===== src/rocc_pkg.sv =====
// shared types, constants and register indexes of the room occupancy block
package rocc_pkg;

	// default width of the tick-age counters
	localparam int AGE_WIDTH_DEF = 16;

	// configuration register widths and reset values
	localparam int HOLD_W = 16;
	localparam int TICK_W = 8;
	localparam int CFG_IDX_W = 3;
	localparam int CFG_DATA_W = 16;

	localparam logic [HOLD_W-1:0] MOTION_HOLD_RST = 16'd45;
	localparam logic [HOLD_W-1:0] MOTION_HOLD_CLOSED_RST = 16'd900;
	localparam logic [TICK_W-1:0] BLOCK_AFTER_CLOSE_RST = 8'd4;
	localparam logic [TICK_W-1:0] EXPECT_MOTION_RST = 8'd10;
	localparam logic [TICK_W-1:0] PRESS_VALID_RST = 8'd30;
	localparam logic [TICK_W-1:0] PRIVATE_DOOR_OPEN_RST = 8'd7;
	localparam logic [TICK_W-1:0] RECENT_MOTION_RST = 8'd2;

	// private door-open counter saturates here
	localparam logic [TICK_W-1:0] PRIV_CNT_MAX = 8'd255;

	// register indexes on the configuration port
	typedef enum logic [CFG_IDX_W-1:0] {
		REG_MOTION_HOLD        = 3'd0,
		REG_MOTION_HOLD_CLOSED = 3'd1,
		REG_BLOCK_AFTER_CLOSE  = 3'd2,
		REG_EXPECT_MOTION      = 3'd3,
		REG_PRESS_VALID        = 3'd4,
		REG_PRIVATE_DOOR_OPEN  = 3'd5,
		REG_RECENT_MOTION      = 3'd6
	} reg_idx_t;

	// room mode
	typedef enum logic [1:0] {
		MODE_EMPTY    = 2'd0,
		MODE_OPEN_USE = 2'd1,
		MODE_IN_USE   = 2'd2,
		MODE_PRIVATE  = 2'd3
	} mode_t;

	// configuration values seen by the tick logic
	typedef struct packed {
		logic [HOLD_W-1:0] motion_hold;
		logic [HOLD_W-1:0] motion_hold_closed;
		logic [TICK_W-1:0] block_after_close;
		logic [TICK_W-1:0] expect_motion;
		logic [TICK_W-1:0] press_valid;
		logic [TICK_W-1:0] private_door_open;
		logic [TICK_W-1:0] recent_motion;
	} cfg_t;

	// one tick of sensor input
	typedef struct packed {
		logic button_pulse;
		logic door_shut;
		logic motion_level;
	} tick_t;

	// one result, packed lowest field in the lowest bits
	typedef struct packed {
		logic  door_open_flag;
		logic  occupied_flag;
		logic  private_flag;
		logic  red_led;
		logic  yellow_blink;
		logic  yellow_led;
		logic  green_led;
		mode_t room_mode;
	} result_t;

endpackage


===== src/rocc_cfg.sv =====
// configuration register bank of the room occupancy block
module rocc_cfg (
	input  logic                               clk,
	input  logic                               arst_n,
	input  logic                               wr_en,
	input  logic [rocc_pkg::CFG_IDX_W-1:0]     wr_index,
	input  logic [rocc_pkg::CFG_DATA_W-1:0]    wr_data,
	output rocc_pkg::cfg_t                     cfg
);
	import rocc_pkg::*;

	cfg_t cfg_q;

	// register writes, unknown indexes are dropped
	always_ff @(posedge clk or negedge arst_n) begin
		if (!arst_n) begin
			cfg_q.motion_hold        <= MOTION_HOLD_RST;
			cfg_q.motion_hold_closed <= MOTION_HOLD_CLOSED_RST;
			cfg_q.block_after_close  <= BLOCK_AFTER_CLOSE_RST;
			cfg_q.expect_motion      <= EXPECT_MOTION_RST;
			cfg_q.press_valid        <= PRESS_VALID_RST;
			cfg_q.private_door_open  <= PRIVATE_DOOR_OPEN_RST;
			cfg_q.recent_motion      <= RECENT_MOTION_RST;
		end else if (wr_en) begin
			unique case (wr_index)
				REG_MOTION_HOLD:        cfg_q.motion_hold <= wr_data[HOLD_W-1:0];
				REG_MOTION_HOLD_CLOSED: cfg_q.motion_hold_closed <= wr_data[HOLD_W-1:0];
				REG_BLOCK_AFTER_CLOSE:  cfg_q.block_after_close <= wr_data[TICK_W-1:0];
				REG_EXPECT_MOTION:      cfg_q.expect_motion <= wr_data[TICK_W-1:0];
				REG_PRESS_VALID:        cfg_q.press_valid <= wr_data[TICK_W-1:0];
				REG_PRIVATE_DOOR_OPEN:  cfg_q.private_door_open <= wr_data[TICK_W-1:0];
				REG_RECENT_MOTION:      cfg_q.recent_motion <= wr_data[TICK_W-1:0];
				default: begin
				end
			endcase
		end
	end

	assign cfg = cfg_q;

endmodule


===== src/rocc_core.sv =====
// per-tick state update and mode transition of the room occupancy block
module rocc_core #(
	parameter int AGE_WIDTH = rocc_pkg::AGE_WIDTH_DEF
) (
	input  logic              clk,
	input  logic              arst_n,
	input  logic              step,
	input  rocc_pkg::tick_t   tick,
	input  rocc_pkg::cfg_t    cfg,
	output rocc_pkg::result_t result,
	output rocc_pkg::mode_t   mode
);
	import rocc_pkg::*;

	// compare width wide enough for both ages and hold thresholds
	localparam int CW = (AGE_WIDTH > HOLD_W) ? AGE_WIDTH : HOLD_W;
	localparam logic [AGE_WIDTH-1:0] AGE_MAX = {AGE_WIDTH{1'b1}};

	mode_t                mode_q, mode_n;
	logic [AGE_WIDTH-1:0] motion_age_q, motion_age_n;
	logic [AGE_WIDTH-1:0] closed_age_q, closed_age_n;
	logic [AGE_WIDTH-1:0] press_age_q, press_age_n;
	logic                 seen_q, seen_n;
	logic                 pend_q, pend_n;
	logic [TICK_W-1:0]    priv_cnt_q, priv_cnt_n;

	function automatic logic [AGE_WIDTH-1:0] age_inc(input logic [AGE_WIDTH-1:0] a);
		return (a == AGE_MAX) ? a : a + 1'b1;
	endfunction

	// next state for the tick in the input stage
	always_comb begin
		logic          shut;
		logic          expected;
		logic          hold_closed_exp;
		logic          hold_open_exp;
		logic [CW-1:0] m_ext;
		logic [CW-1:0] c_ext;
		logic [CW-1:0] blk_ext;
		logic [TICK_W-1:0] cnt_inc;

		shut = tick.door_shut;

		// ages first
		motion_age_n = tick.motion_level ? '0 : age_inc(motion_age_q);
		closed_age_n = shut ? age_inc(closed_age_q) : '0;

		// press capture and expiry
		pend_n = pend_q | tick.button_pulse;
		if (tick.button_pulse) begin
			press_age_n = '0;
		end else if (pend_q) begin
			press_age_n = age_inc(press_age_q);
		end else begin
			press_age_n = press_age_q;
		end
		if (pend_n && (CW'(press_age_n) > CW'(cfg.press_valid))) begin
			pend_n = 1'b0;
		end

		m_ext   = CW'(motion_age_n);
		c_ext   = CW'(closed_age_n);
		blk_ext = CW'(cfg.block_after_close);

		expected = shut && (c_ext > CW'(cfg.expect_motion));

		// motion seen after the close blanking window
		if (shut) begin
			seen_n = seen_q | ((c_ext >= blk_ext) && (m_ext < (c_ext - blk_ext)));
		end else begin
			seen_n = 1'b0;
		end

		hold_open_exp   = m_ext > CW'(cfg.motion_hold);
		hold_closed_exp = m_ext > CW'(cfg.motion_hold_closed);
		cnt_inc = (priv_cnt_q == PRIV_CNT_MAX) ? priv_cnt_q : priv_cnt_q + 1'b1;

		mode_n     = mode_q;
		priv_cnt_n = priv_cnt_q;

		// mode transition, later checks override earlier ones, but in use a pending press wins
		unique case (mode_q)
			MODE_EMPTY: begin
				if (m_ext < CW'(cfg.recent_motion)) mode_n = MODE_OPEN_USE;
			end
			MODE_OPEN_USE: begin
				if (shut && seen_n) mode_n = MODE_IN_USE;
				if (hold_open_exp) mode_n = MODE_EMPTY;
				if (pend_n) begin
					pend_n = 1'b0;
					mode_n = MODE_PRIVATE;
				end
				if (expected && !seen_n) mode_n = MODE_EMPTY;
			end
			MODE_IN_USE: begin
				if (pend_n) begin
					pend_n = 1'b0;
					mode_n = MODE_PRIVATE;
				end else begin
					if (!shut) mode_n = MODE_OPEN_USE;
					if ((seen_n && hold_closed_exp) || (!seen_n && hold_open_exp)) begin
						mode_n = MODE_EMPTY;
					end
				end
			end
			MODE_PRIVATE: begin
				if (!shut) begin
					priv_cnt_n = cnt_inc;
					if (cnt_inc >= cfg.private_door_open) mode_n = MODE_OPEN_USE;
				end else begin
					priv_cnt_n = '0;
				end
				if (hold_closed_exp || (expected && !seen_n)) mode_n = MODE_EMPTY;
				if (pend_n) begin
					pend_n = 1'b0;
					mode_n = MODE_IN_USE;
				end
			end
			default: begin
			end
		endcase
	end

	// state registers, advanced once per tick
	always_ff @(posedge clk or negedge arst_n) begin
		if (!arst_n) begin
			mode_q       <= MODE_EMPTY;
			motion_age_q <= AGE_MAX;
			closed_age_q <= '0;
			press_age_q  <= '0;
			seen_q       <= 1'b0;
			pend_q       <= 1'b0;
			priv_cnt_q   <= '0;
		end else if (step) begin
			mode_q       <= mode_n;
			motion_age_q <= motion_age_n;
			closed_age_q <= closed_age_n;
			press_age_q  <= press_age_n;
			seen_q       <= seen_n;
			pend_q       <= pend_n;
			priv_cnt_q   <= priv_cnt_n;
		end
	end

	// indicator decode of the new mode
	always_comb begin
		result.room_mode      = mode_n;
		result.green_led      = (mode_n == MODE_EMPTY);
		result.yellow_led     = (mode_n == MODE_IN_USE);
		result.yellow_blink   = (mode_n == MODE_OPEN_USE);
		result.red_led        = (mode_n == MODE_PRIVATE);
		result.private_flag   = (mode_n == MODE_PRIVATE);
		result.occupied_flag  = (mode_n != MODE_EMPTY);
		result.door_open_flag = ~tick.door_shut;
	end

	assign mode = mode_q;

endmodule


===== src/room_occupancy_state_machine_top.sv =====
// Room occupancy state machine, one request per one-second tick.
//
// Input stream s_*: s_tdata carries one tick of sensor data (motion level,
// debounced door state, button press pulse). Output stream m_*: m_tdata
// carries the resulting mode, indicator LEDs and status flags, one result
// for every tick accepted.
// Configuration port cfg_*: cfg_index picks one of seven threshold
// registers, cfg_data is the value; always ready. Write only while no tick
// is in flight; the block does not enforce this. Unknown indexes are ignored.
//
// Path: a tick is held in the input register, the state update and mode
// decode run as combinational logic, and the result is loaded into the
// output register, which drives m_tdata.
// Throughput: one tick per cycle while the output is not stalled on m_tready;
// the state registers are updated once for every tick processed.
// A stall on m_tready holds the result; the input register still takes one
// more tick, then s_tready drops until the result is taken.
// Reset: asynchronous, clears both stages, sets mode to empty, the motion
// age to saturated and loads the register defaults.
module room_occupancy_state_machine_top #(
	parameter int AGE_WIDTH = rocc_pkg::AGE_WIDTH_DEF
) (
	input  logic                                clk,
	input  logic                                arst_n,
	input  logic                                s_tvalid,
	output logic                                s_tready,
	input  logic [7:0]                          s_tdata,  // motion_level, door_shut, button_pulse
	output logic                                m_tvalid,
	input  logic                                m_tready,
	// room_mode[1:0], green_led, yellow_led, yellow_blink, red_led, private_flag,
	// occupied_flag, door_open_flag
	output logic [15:0]                         m_tdata,
	input  logic                                cfg_valid,
	output logic                                cfg_ready,
	input  logic [rocc_pkg::CFG_IDX_W-1:0]      cfg_index,
	input  logic [rocc_pkg::CFG_DATA_W-1:0]     cfg_data
);
	import rocc_pkg::*;

	localparam int RES_W = $bits(result_t);

	cfg_t    cfg;
	logic    valid_s1;
	tick_t   tick_s1;
	logic    valid_s2;
	result_t res_s2;
	result_t res_n;
	mode_t   mode_cur;
	logic    advance;

	assign cfg_ready = 1'b1;

	rocc_cfg u_cfg (
		.clk      (clk),
		.arst_n   (arst_n),
		.wr_en    (cfg_valid & cfg_ready),
		.wr_index (cfg_index),
		.wr_data  (cfg_data),
		.cfg      (cfg)
	);

	// tick in stage 1 moves on when the output register is free
	assign advance  = valid_s1 && (!valid_s2 || m_tready);
	assign s_tready = !valid_s1 || advance;

	// input register
	always_ff @(posedge clk or negedge arst_n) begin
		if (!arst_n) begin
			valid_s1 <= 1'b0;
		end else if (s_tready) begin
			valid_s1 <= s_tvalid;
		end
	end

	always_ff @(posedge clk) begin
		if (s_tvalid && s_tready) begin
			tick_s1 <= tick_t'(s_tdata[2:0]);
		end
	end

	rocc_core #(
		.AGE_WIDTH (AGE_WIDTH)
	) u_core (
		.clk    (clk),
		.arst_n (arst_n),
		.step   (advance),
		.tick   (tick_s1),
		.cfg    (cfg),
		.result (res_n),
		.mode   (mode_cur)
	);

	// output register
	always_ff @(posedge clk or negedge arst_n) begin
		if (!arst_n) begin
			valid_s2 <= 1'b0;
		end else if (advance) begin
			valid_s2 <= 1'b1;
		end else if (m_tready) begin
			valid_s2 <= 1'b0;
		end
	end

	always_ff @(posedge clk) begin
		if (advance) begin
			res_s2 <= res_n;
		end
	end

	assign m_tvalid = valid_s2;
	assign m_tdata  = {{(16 - RES_W){1'b0}}, res_s2};

	// exactly one indicator lit on a shown result
	assert property (@(posedge clk) disable iff (!arst_n)
		valid_s2 |-> $onehot({res_s2.green_led, res_s2.yellow_led,
			res_s2.yellow_blink, res_s2.red_led}))
		else $error("indicator LEDs not one-hot");

	// mode only moves when a tick is processed
	assert property (@(posedge clk) disable iff (!arst_n)
		!advance |=> $stable(mode_cur))
		else $error("mode changed without a tick");

	// a loaded result carries the mode the state machine took
	assert property (@(posedge clk) disable iff (!arst_n)
		advance |=> (res_s2.room_mode == mode_cur))
		else $error("result mode differs from state");

	// a held result is not replaced while the receiver stalls
	assert property (@(posedge clk) disable iff (!arst_n)
		(valid_s2 && !m_tready) |=> (valid_s2 && $stable(res_s2)))
		else $error("stalled result lost");

endmodule

===== config.mk =====
export PLATFORM = sky130hd
export DESIGN_NAME = room_occupancy_state_machine_top
export DESIGN_NICKNAME = d
export VERILOG_FILES = /design/src/rocc_pkg.sv /design/src/rocc_cfg.sv /design/src/rocc_core.sv /design/src/room_occupancy_state_machine_top.sv
export SDC_FILE = /design/constraint.sdc
export NUM_CORES = 1
export LEC_CHECK = 0
export BUFFER_PORTS_ARGS = -buffer_cell sky130_fd_sc_hd__buf_2
export CORE_MARGIN = 2
export CORE_UTILIZATION = 49
export DETAILED_ROUTE_END_ITERATION = 6
export PLACE_DENSITY_LB_ADDON = 0.12
export SKIP_CTS_REPAIR_TIMING = 1
export SLEW_MARGIN = 10
export SYNTH_ARGS = -nofsm -noshare
export SYNTH_HDL_FRONTEND = slang
export SYNTH_HIERARCHICAL = 1
export SYNTH_SLANG_ARGS = --single-unit

===== constraint.sdc =====
create_clock -name clk -period 11 [get_ports clk]
set_input_delay 1.1 -clock clk [delete_from_list [all_inputs] [get_ports clk]]
set_output_delay 1.1 -clock clk [all_outputs]
set_load 0.005 [all_outputs]

== After elaboration in Yosys (flattened, before gate mapping) ==
Index checks and enable logic that the tools add are counted.

* Word-level logic and storage cells: 115
* Register bits: 145
* Bits of input ports: 32

* Equality and inequality tests: 16
* Reduce and logical (&&, ||, !) cells: 30
* $add $sub $neg: 5
* Muxes and demuxes: 27
* Magnitude comparators: 8
* Bitwise gates (word level): 3

{| class="wikitable"
|+ Operator list
! kind !! count
|-
| $mux 16 || 7
|-
| $add 16x1->16 const B || 3
|-
| $eq 16x16->1 const B || 3
|-
| $gt 16x16->1 || 2
|-
| $gt 16x8->1 || 2
|-
| $mux 2 || 12
|-
| $ge 16x8->1 || 1
|-
| $lt 16x16->1 || 1
|-
| $lt 16x8->1 || 1
|-
| $mux 8 || 2
|-
| $reduce_and 2->1 || 8
|-
| $sub 16x8->16 || 1
|-
| $eq 3x3->1 const B || 3
|-
| $logic_and 1x1->1 || 9
|-
| $add 8x1->8 const B || 1
|-
| $eq 2x2->1 const B || 4
|-
| $eq 8x8->1 const B || 1
|-
| $ge 8x8->1 || 1
|-
| $pmux 2 s4 || 1
|-
| $eq 3x2->1 const B || 2
|-
| $mux 1 || 5
|-
| $eq 2x1->1 const B || 2
|-
| $logic_not 2->1 || 2
|-
| $logic_or 1x1->1 || 4
|-
| 7 further kinds || 11
|}

== Logic depth before layout (Yosys ltp) ==
Gate-level depths: netlist of the first run.

* Depth in word-level cells: 15
* Depth in mapped cells: 28
* Gate-level depth less buffers: 27

== Modules after synthesis ==
The synthesis of the first run kept the hierarchy.

{| class="wikitable"
|+ By module, submodules not included
! module !! cells each !! seq. area each (um^2) !! area an instance (um^2) !! instances
|-
| rocc_core || 826 || 1521.5 || 6775.2 || 1
|-
| rocc_cfg || 160 || 1825.5 || 2813.9 || 1
|-
| room_occupancy_state_machine_top || 30 || 410.4 || 531.8 || 1
|}

== Least setup slack after synthesis of the first run ==
OpenSTA, ideal clock, no wires.

* Path type: register to register
* From: register u_core.closed_age_q[0]
* To: register res_s2 (netlist bit m_tdata[6]), data pin
* Buffers on the path: 1
* Stages on the path, launching flop included: 28
* Setup slack: 5.210 ns
* Arrival: 5.539 ns
* Setup time: 0.251 ns
* Cells stage by stage: dfrtp_1 ha_1 nand2_1 nor4_2 nor2b_1 nand2_1 a21oi_1 ha_1 nor2b_1 o21ai_0 a21oi_1 o21ai_0 a21boi_0 o31a_1 or2_2 nor2_1 xor2_1 ha_1 a21oi_1 o21ai_0 nand2b_1 a21oi_1 nor3_1 a2111oi_0 a2111oi_1 a21oi_2 and2_1 buf_4

{| class="wikitable"
|+ RTL lines
! item !! RTL line !! RTL
|-
| start: declaration || rocc_core.sv:21 || <nowiki>logic [AGE_WIDTH-1:0] closed_age_q, closed_age_n;</nowiki>
|-
| start signal: assignment || rocc_core.sv:137 || <nowiki>closed_age_q <= closed_age_n;</nowiki>
|-
| end signal: assignment || room_occupancy_state_machine_top.sv:106 || <nowiki>res_s2 <= res_n;</nowiki>
|-
| end: declaration || room_occupancy_state_machine_top.sv:46 || <nowiki>result_t res_s2;</nowiki>
|}

==> impl_metrics.py, run 1 <==
metrics = {
    "run_status": {
        "status": "finished clean",
    },
    "pwr": {
        "irDropWorstVdd_mv": 0.0979,
        "clock_power_share": 0.322,
        "leakagePower_nw": 5.11,
        "p_per_area_mw_per_mm2": 162,
        "p_int_mw": 1.23,
        "swShare": 0.317,
        "seq_power_share": 0.409,
        "p_total_mw": 1.80,
        "power_frac_comb": 0.269,
        "p_sw_mw": 0.570,
    },
    "synth": {
        "synth_area_leaders": "dfrtp_1, ha_1, mux2_2, dfstp_2, edfxtp_1",
        "async_flop_share": 0.918,
        "synthAdderAreaFrac": 0.113,
        "synth_top_family_by_area": "simple AND/OR/NAND/NOR gates",
        "avgSynthCellArea_sq_um": 9.96,
        "synth_top_area_cell": "dfrtp_1",
        "seq_area_frac_synth": 0.371,
        "synth-edff-count": 12,
        "synth_warnings": 6,
        "synth_top_area_frac": 0.245,
        "ys_ff_latch": 146,
        "muxShareOfSynthArea": 0.136,
        "yosys.area_share.simple": 0.161,
        "ys.flop_type": "dfrtp_1",
        "ys_types": 88,
        "synth-xor-area-share": 0.0372,
        "synthCells": 1016,
        "syn-cell-area_sq_mm": 0.0101,
        "synth_compound_area_frac": 0.120,
    },
    "sta": {
        "finalMaxSlewViolations": 0,
        "whs_ns": 0.506,
        "worst_pin_slew_ns": 0.921,
        "fin_skew_ns": 0.0101,
        "rsz0062_at_grt": "false",
        "period_needed_ns": 6.91,
        "tns_ns": 0,
        "fmax_ghz": 0.145,
        "post-route-period-util": 0.628,
        "setup_violations": 0,
        "final_hold_viol_count": 0,
        "relSlewSlack": 0.382,
    },
    "critical_path": {
        "end_kind": "flop",
        "worstPathArrival_ns": 7.08,
        "crit_type": "flop to flop",
        "crit_required_ns": 11.17,
        "cp-start-kind": "flop",
        "cp_max_fo": 7,
    },
    "global_routing": {
        "grt_pass1_vias": 6928,
        "grt_antenna_before_repair": 0,
        "grt_usage": 0.213,
        "grt.overflow.total": 0,
        "grt_max_degree": 71,
        "grt_pass1_wl_um": 36600,
    },
    "routing": {
        "avgRoutedWirePerCell_um": 16.8,
        "drt_first_pass_iters": 5,
        "wirelength_um": 22200,
        "drc": 0,
        "via_per_inst": 5.57,
        "drt_iter0_drc": 490,
        "ant_nets": 0,
        "vias": 7363,
    },
    "clock_tree": {
        "cts_tree": "yes",
        "cts_buffer_depth": 2,
        "insertion_delay_ns": 0.43,
        "cts.sinks": 146,
        "root_buffer": "clkbuf_16",
        "htreeDepth": 4,
        "cts_buffers": 17,
        "path_clk_slew_ns": 0.06,
    },
    "placement": {
        "gp_congestion": 0.852,
        "port_buffers": 37,
        "place_area_sq_mm": 0.0105,
        "hpwlAfterDp_um": 16200,
    },
    "worst_hold_path": {
        "min_path_type": "flop to flop",
    },
    "die": {
        "die_x_um": 148,
        "pin_count": 51,
        "initial_core_util": 0.500,
        "num_rows": 52,
        "die_h_um": 148,
        "die_area_sq_mm": 0.0218,
        "fp.coreArea_sq_mm": 0.0202,
    },
    "finish": {
        "final_cell_mix": "dfrtp_1, mux2_2, inv_1",
        "syn_to_final_growth_pct": 9.61,
        "drive_gt1_frac": 0.239,
        "final_design_area_no_fill_sq_mm": 0.0111,
        "insertedDiodeCount": 0,
        "finalNetCount": 1162,
        "layout_commonest_cell": "dfrtp_1",
    },
    "job": {
        "maxCapViolations": 0,
    },
}
## area by class of cell
| cell class | instances | area (sq um) |
|---|---|---|
| fillers | 1842 | 9140 |
| multi-input cells | 734 | 5790 |
| flip-flops and latches | 146 | 3760 |
| clock buffers | 18 | 429 |
| inverters | 93 | 349 |
| well taps | 270 | 338 |
| repair buffers | 47 | 270 |
| clock inverters | 14 | 155 |
## worst paths after layout
| kind | cells after the start | end | from | slack [ns] |
|---|---|---|---|---|
| min in group asynchronous | 1 | u_cfg/cfg[51] | arst_n | 0.67 |
| worst max register to register | 26 | m_tdata[5] | u_core/closed_age_q[0] | 4.09 |
| worst min register to register | 1 | u_cfg/cfg[3] | u_cfg/cfg[3] | 0.51 |
| max in group asynchronous | 2 | u_cfg/cfg[23] | arst_n | 9.00 |
| worst min-delay path | 1 | u_cfg/cfg[3] | u_cfg/cfg[3] | 0.51 |
| worst max-delay path | 26 | m_tdata[5] | u_core/closed_age_q[0] | 4.09 |
## Yosys cell counts, drive strengths merged (6+ instances only)
master / instances
a21o: 15
nand2b: 12
and4: 11
dfstp: 35
a22o: 6
mux2: 110
o21ai: 29
xor2: 17
o21a: 6
or3: 7
o31ai: 7
ha: 90
nor3: 16
nand3: 35
nor2: 81
mux2i: 10
nor4: 11
nand2: 60
inv: 92
buf: 28
nor2b: 9
a2111oi: 7
a21oi: 48
edfxtp: 12
and2: 8
xnor2: 26
a31oi: 7
dfrtp: 99
clkbuf: 21
nand4: 25
## kinds of logic (layout without fill, tap and decap cells)
logic type / after synthesis / in the layout
buffers and inverters: 142 / 172
DFF: 146 / 146
muxes: 120 / 120
xor gates and xnor gates: 43 / 43
other: 2 / 8
AOI/OAI and AO/OA: 175 / 175
adders and majority gates: 91 / 91
and+or+nand+nor: 297 / 297
## stage by stage
stage	worst slack, ns	utilization	std cells
2_1_floorplan	5.21	-	1022
3_3_place_gp	4.19	0.519	1289
3_5_place_dp	4.17	0.519	1289
4_1_cts	4.13	0.548	1321
5_1_grt	3.28	0.548	1322
6_report	4.09	0.548	1322
## power groups by stage
stage	clock network [mW]	logic, mW	registers (mW)
floorplan	0	0.384	0.714
global placement	0	0.475	0.743
detailed placement	0	0.483	0.745
CTS	0.595	0.487	0.736
global route	0.618	0.550	0.750
finish	0.578	0.483	0.735
## routing by layer
| layer | part of all wire | wire length [um] | GRT usage | up-vias |
|---|---|---|---|---|
| met5 | 0 | 0 | 0 | - |
| met4 | 0.016 | 353 | 0.0587 | 0 |
| met1 | 0.51 | 11300 | 0.309 | 3555 |
| li1 | - | - | - | 3674 |
| met2 | 0.45 | 9960 | 0.333 | 110 |
| met3 | 0.026 | 569 | 0.0336 | 24 |
## flip-flops by register name, summed over array words and instances, names as in the netlist
| register | cells |
|---|---|
| u_core/pend_q | 1 |
| u_core/motion_age_q | 16 |
| u_cfg/cfg | 72 |
| u_core/closed_age_q | 16 |
| u_core/priv_cnt_q | 8 |
| tick_s1 | 3 |
| u_core/press_age_q | 16 |
| u_core/mode | 2 |
| valid_s1 | 1 |
| m_tvalid | 1 |
| u_core/seen_q | 1 |
| m_tdata | 9 |
## critical path, cell delays in order, from the launching register on
cell	delay, ns
dfrtp_1	0.44
ha_1	0.31
nand2_1	0.19
nor4_2	0.42
nor2b_1	0.53
nand2_1	0.11
a21oi_1	0.42
ha_1	0.34
nor2b_1	0.13
o21ai_0	0.20
a21oi_1	0.11
o21ai_0	0.22
a21boi_0	0.16
o31a_1	0.28
or2_2	0.32
nor2_1	0.14
xor2_1	0.15
ha_1	0.25
a21oi_1	0.12
o21ai_0	0.12
nand2b_1	0.09
a21oi_1	0.06
nor3_1	0.52
a2111oi_0	0.21
a2111oi_1	0.47
a21oi_2	0.15
and2_1	0.20
(Power assumes the default switching activity.)
==> run 2, diff against run 1 <==
Settings changed: ABC_AREA from default to 1.
Clock period 11 ns to 6.1 ns, I/O delays scaled along.
==> impl_metrics.py, run 2 <==
metrics = {
    "run_status": {
        "status": "finished clean",
    },
    "pwr": {
        "irDropWorstVdd_mv": 0.183,
        "p_per_area_mw_per_mm2": 298,
        "p_total_mw": 3.33,
        "leakagePower_nw": 5.64,
    },
    "finish": {
        "finalNetCount": 1500,
        "fillers": 1993,
        "layout_commonest_cell": "nand2_1",
        "syn_to_final_growth_pct": 10.2,
        "insertedDiodeCount": 0,
        "drive_gt1_frac": 0.129,
        "final_cell_mix": "nand2_1, inv_1, nand3_1",
        "largest_reg_flops": 72,
    },
    "global_routing": {
        "grt_pass1_vias": 8235,
        "grt_usage": 0.236,
        "grt_max_degree": 90,
        "grt.overflow.total": 0,
        "grt_pass1_wl_um": 41200,
        "grt_antenna_before_repair": 0,
    },
    "routing": {
        "vias": 8615,
        "drt_iter0_drc": 519,
        "avgRoutedWirePerCell_um": 14.7,
        "drt_first_pass_iters": 5,
        "wirelength_um": 24500,
        "via_per_inst": 5.19,
        "drc": 0,
        "ant_nets": 0,
    },
    "clock_tree": {
        "path_clk_slew_ns": 0.06,
        "insertion_delay_ns": 0.42,
        "root_buffer": "clkbuf_16",
        "cts_tree": "yes",
        "htreeDepth": 4,
        "cts_buffer_depth": 2,
        "cts_buffers": 17,
        "cts.sinks": 146,
    },
    "placement": {
        "port_buffers": 37,
        "gp_congestion": 0.863,
        "hpwlAfterDp_um": 17700,
        "place_ws_ns": 0.552,
    },
    "synth": {
        "synthCells": 1339,
        "synth-edff-count": 12,
        "ys.flop_type": "dfrtp_1",
        "synth_most_common_cell": "nand2_1",
        "syn-cell-area_sq_mm": 0.0101,
        "async_flop_share": 0.918,
        "synth_warnings": 6,
        "synth_top_area_cell": "dfrtp_1",
        "seq_area_frac_synth": 0.371,
        "synth_top_area_frac": 0.244,
        "synth_area_leaders": "dfrtp_1, nand2_1, ha_1, dfstp_2, inv_1",
        "ys_ff_latch": 146,
        "ys_types": 55,
        "avgSynthCellArea_sq_um": 7.57,
        "ys_top_cells_by_count": "nand2_1, inv_1, nand3_1, dfrtp_1, ha_1",
    },
    "critical_path": {
        "crit_path_frequent_cell": "nand2_1",
        "cp-start-kind": "flop",
        "cp_max_fo": 11,
        "r2r-end": "m_tdata[6]",
        "crit_slowest_cell": "dfrtp_1",
        "end_kind": "flop",
        "critPathLaunch": "u_core/closed_age_q[0]",
        "slowest_delay_ns": 0.46,
        "worstPathArrival_ns": 5.66,
        "path_buf_inv": 5,
        "rrSetupSlack_ns": 0.62,
        "crit_required_ns": 6.28,
        "crit_family": "simple AND/OR/NAND/NOR gates",
        "crit_type": "flop to flop",
        "worstRegToRegCells": 35,
        "r2r-start": "u_core/closed_age_q[0]",
    },
    "die": {
        "num_rows": 52,
        "fp.coreArea_sq_mm": 0.0203,
        "initial_core_util": 0.500,
        "die_h_um": 148,
        "die_area_sq_mm": 0.0219,
        "pin_count": 51,
        "die_x_um": 148,
    },
    "sta": {
        "fin_skew_ns": 0.00896,
        "final_hold_viol_count": 0,
        "post-route-period-util": 0.899,
        "worst_pin_slew_ns": 1.02,
        "fmax_ghz": 0.182,
        "period_needed_ns": 5.48,
        "finalMaxSlewViolations": 0,
        "relSlewSlack": 0.312,
        "setup_slack_ns": 0.617,
        "rsz0062_at_grt": "false",
        "tns_ns": 0,
        "setup_violations": 0,
    },
    "job": {
        "maxCapViolations": 0,
    },
    "worst_hold_path": {
        "min_path_type": "input port to async pin",
    },
}
-- run 2: worst max-delay path by stage --
stage	to	slack [ns]	depth (start not counted)
finish	m_tdata[6]	0.62	35
global route	m_tdata[6]	0.09	35
CTS	m_tdata[5]	0.51	35
detailed placement	m_tdata[5]	0.55	35
global placement	m_tdata[5]	0.63	35
floorplan	m_tdata[6]	1.21	38
-- run 2: cells by family (layout without fill, tap and decap cells) --
logic type	after synthesis	after routing	share of synthesized area
AO/OA/AOI/OAI	175	175	0.0950
AND/OR/NAND/NOR	669	669	0.302
buffers and inverters	223	268	0.0901
flip-flops	146	146	0.371
other	2	8	0.000741
adder cells (fa/ha/maj)	91	91	0.113
XOR/XNOR	33	33	0.0285
-- run 2: through the flow --
stage	hold slack [ns]	instances	utilization	area, sq um
floorplan	0.314	1345	-	10200
global placement	0.452	1628	0.521	10600
detailed placement	0.452	1628	0.521	10600
CTS	0.306	1660	0.550	11200
global route	0.318	1660	0.550	11200
finish	0.248	1660	0.550	11200
-- run 2: layout make-up --
| cell class | instances | area (sq um) | share of cell area |
|---|---|---|---|
| Multi-Input combinational cell | 976 | 5510 | 0.493 |
| Clock buffer | 24 | 503 | 0.0450 |
| Tap cell | 270 | 338 | 0.0302 |
| Timing Repair Buffer | 47 | 267 | 0.0238 |
| Clock inverter | 8 | 90.1 | 0.00806 |
| Inverter | 189 | 709 | 0.0635 |
| Sequential cell | 146 | 3760 | 0.336 |
-- run 2: worst register-to-register path: cells and delay by family (launching register included) --
family,cells,cell delay (ns)
buffers and inverters,5,0.34
xor gates and xnor gates,1,0.17
DFF,1,0.46
adders and majority gates,4,1.13
and+or+nand+nor,20,2.21
AOI/OAI and AO/OA,5,0.92
-- run 2: metal layers --
| layer | wire length (um) | up-vias | global-route usage | share of wire |
|---|---|---|---|---|
| met3 | 966 | 16 | 0.0349 | 0.039 |
| met5 | 0 | - | 0 | 0 |
| li1 | - | 4424 | - | - |
| met4 | 286 | 0 | 0.0581 | 0.012 |
| met2 | 11000 | 156 | 0.368 | 0.45 |
| met1 | 12200 | 4019 | 0.347 | 0.50 |
-- run 2: report_power, final --
group | internal, mW | switching [mW] | total (mW)
clock | 0.626 | 0.436 | 1.06
combinational | 0.367 | 0.607 | 0.975
sequential | 1.18 | 0.119 | 1.30
total | 2.17 | 1.16 | 3.33
==> run 3, diff against run 2 <==
Settings changed: SYNTH_HIERARCHICAL 1 to default.
Clock period 6.1 ns to 4.48 ns, I/O delays scaled along.
==> impl_metrics.py, run 3 <==
metrics = {
    "run_status": {
        "status": "finished, violations left",
        "violations": "hold timing, setup timing",
    },
    "routing": {
        "via_per_inst": 5.14,
        "ant_nets": 0,
        "avgRoutedWirePerCell_um": 14.8,
        "wirelength_um": 24200,
        "drt_iter0_drc": 441,
        "vias": 8417,
        "drt_first_pass_iters": 5,
        "drc": 0,
    },
    "synth": {
        "synth_area_leaders": "dfrtp_1, ha_1, nand2_1, dfstp_2, o21ai_0",
        "synth_top_area_cell": "dfrtp_1",
        "synthAdderAreaFrac": 0.118,
        "synthCells": 1250,
        "synth_most_common_cell": "nand2_1",
        "synth_top_family_by_area": "simple AND/OR/NAND/NOR gates",
        "synth_warnings": 0,
        "ys.flop_type": "dfrtp_1",
        "muxShareOfSynthArea": 0,
        "synth-xor-area-share": 0.0261,
        "syn-cell-area_sq_mm": 0.00972,
        "yosys.area_share.simple": 0.234,
        "ys_top_cells_by_count": "nand2_1, inv_1, o21ai_0, dfrtp_1, ha_1",
        "ys_types": 53,
        "avgSynthCellArea_sq_um": 7.77,
        "synth_top_area_frac": 0.255,
        "async_flop_share": 0.924,
        "synth-edff-count": 11,
        "ys_ff_latch": 145,
        "synth_compound_area_frac": 0.143,
        "seq_area_frac_synth": 0.384,
    },
    "global_routing": {
        "grt-busiest-layer": "met2",
        "met1_usage": 0.321,
        "grt_usage": 0.242,
        "grt_max_degree": 62,
        "grt_pass1_vias": 8022,
        "grtUsageMet2": 0.404,
        "grt.overflow.total": 0,
        "grt_antenna_before_repair": 0,
        "grt_use_met3": 0.0451,
        "grt_pass1_wl_um": 39200,
    },
    "job": {
        "maxCapViolations": 0,
    },
    "finish": {
        "seqCellArea_sq_mm": 0.00373,
        "final_cell_count_no_fill": 1637,
        "largest_reg_flops": 72,
        "drive_gt1_frac": 0.201,
        "insertedDiodeCount": 0,
        "layout_commonest_cell": "nand2_1",
        "multiInputGateArea_sq_mm": 0.00524,
        "finalNetCount": 1482,
        "fillers": 1832,
        "syn_to_final_growth_pct": 17.9,
        "final_cell_mix": "nand2_1, inv_1, o21ai_0",
    },
    "clock_tree": {
        "cts_buffer_depth": 2,
        "cts_buffers": 17,
        "path_clk_slew_ns": 0.06,
        "insertion_delay_ns": 0.43,
        "cts.sinks": 145,
        "root_buffer": "clkbuf_16",
        "htreeDepth": 4,
        "cts_tree": "yes",
    },
    "pwr": {
        "p_total_mw": 5.12,
        "irDropWorstVdd_mv": 0.229,
        "leakagePower_nw": 5.70,
        "p_per_area_mw_per_mm2": 447,
    },
    "critical_path": {
        "worstPathArrival_ns": 4.84,
        "crit_required_ns": 4.66,
        "cp-start-kind": "flop",
        "r2r-end": "m_tdata[3]",
        "r2r-start": "u_core.closed_age_q[1]",
        "crit_path_frequent_cell": "nand2_2",
        "crit_slowest_cell": "dfrtp_1",
        "crit_type": "flop to flop",
        "worstRegToRegCells": 37,
        "cp_max_fo": 6,
        "end_kind": "flop",
        "critPathLaunch": "u_core.closed_age_q[1]",
        "cp-endpoint": "m_tdata[3]",
        "rrSetupSlack_ns": -0.19,
        "slowest_delay_ns": 0.38,
    },
    "sta": {
        "fmax_ghz": 0.214,
        "whs_ns": -0.0268,
        "rsz0062_at_grt": "true",
        "finalMaxSlewViolations": 0,
        "tns_ns": -0.940,
        "period_needed_ns": 4.67,
        "post-route-period-util": 1.04,
        "setup_slack_ns": -0.187,
        "final_hold_viol_count": 38,
        "fin_skew_ns": 0.00901,
        "worst_pin_slew_ns": 0.921,
        "relSlewSlack": 0.385,
        "setup_violations": 9,
    },
    "placement": {
        "gp_congestion": 0.870,
        "port_buffers": 37,
        "dp_cells": 1600,
        "hpwlAfterDp_um": 17600,
    },
    "worst_hold_path": {
        "min_path_type": "input port to async pin",
    },
    "die": {
        "pin_count": 51,
        "initial_core_util": 0.499,
        "die_x_um": 145,
        "num_rows": 51,
        "die_h_um": 145,
        "die_area_sq_mm": 0.0210,
        "fp.coreArea_sq_mm": 0.0195,
    },
}
[run 3: cell count changes after synthesis, moves of 4 or more]
cell      before  now
a21oi_1       60   51
buf_2          8    1
clkbuf_1      13   26
inv_1        173  180
nand2_1      403  295
nand3_1      100   50
nor2_4         6    1
o21ai_0       75  162
xor2_1        24   20
[run 3: worst min-delay path by stage]
stage	start	end	cells past startpoint
floorplan	arst_n	m_tvalid	0
global placement	arst_n	u_core.press_age_q[13]	1
detailed placement	arst_n	u_core.press_age_q[13]	1
CTS	arst_n	u_core.press_age_q[13]	1
global route	arst_n	u_core.press_age_q[0]	1
finish	arst_n	u_core.press_age_q[2]	1
[run 3: through the flow]
stage	util	worst slack (ns)	area, sq um	hold WS [ns]
6_report	0.589	-0.187	11500	-0.0268
5_1_grt	0.589	-0.513	11500	0.00345
4_1_cts	0.581	-0.380	11300	-0.0176
3_5_place_dp	0.551	-0.349	10700	0.437
3_3_place_gp	0.551	-0.288	10700	0.434
2_1_floorplan	-	-0.169	9790	0.152
[run 3: kinds of logic (layout without fill, tap and decap cells)]
group	Yosys count	after routing
adder cells (fa/ha/maj)	91	91
flip-flops	145	145
XOR/XNOR	29	29
other	2	8
AO/OA/AOI/OAI	256	256
buffers and inverters	232	348
AND/OR/NAND/NOR	495	495
[run 3: cell type report]
cell class | count | area share
Sequential cell | 145 | 0.326
Timing Repair Buffer | 122 | 0.0724
Inverter | 194 | 0.0644
Clock inverter | 13 | 0.0105
Tap cell | 265 | 0.0289
Clock buffer | 19 | 0.0405
Multi-Input combinational cell | 879 | 0.458
[run 3: report_power, final]
group          internal [mW]  switching (mW)  total, mW
Sequential              1.63           0.195       1.82
Combinational          0.772            1.10       1.87
Clock                  0.820           0.605       1.42
Total                   3.22            1.90       5.12
[run 3: worst max-delay path: cells and delay by family (launching register included)]
kind,cells,cell delay [ns]
compound gates,10,1.32
buf+inv,4,0.36
xor+xnor,1,0.14
simple gates,19,1.56
fa+ha+maj,3,0.67
flops,1,0.38
[run 3: routing by layer]
metal  routed length, um  part of all wire
met1               11300              0.47
met3                 911             0.038
met5                   0                 0
met4                 365             0.015
met2               11500              0.48
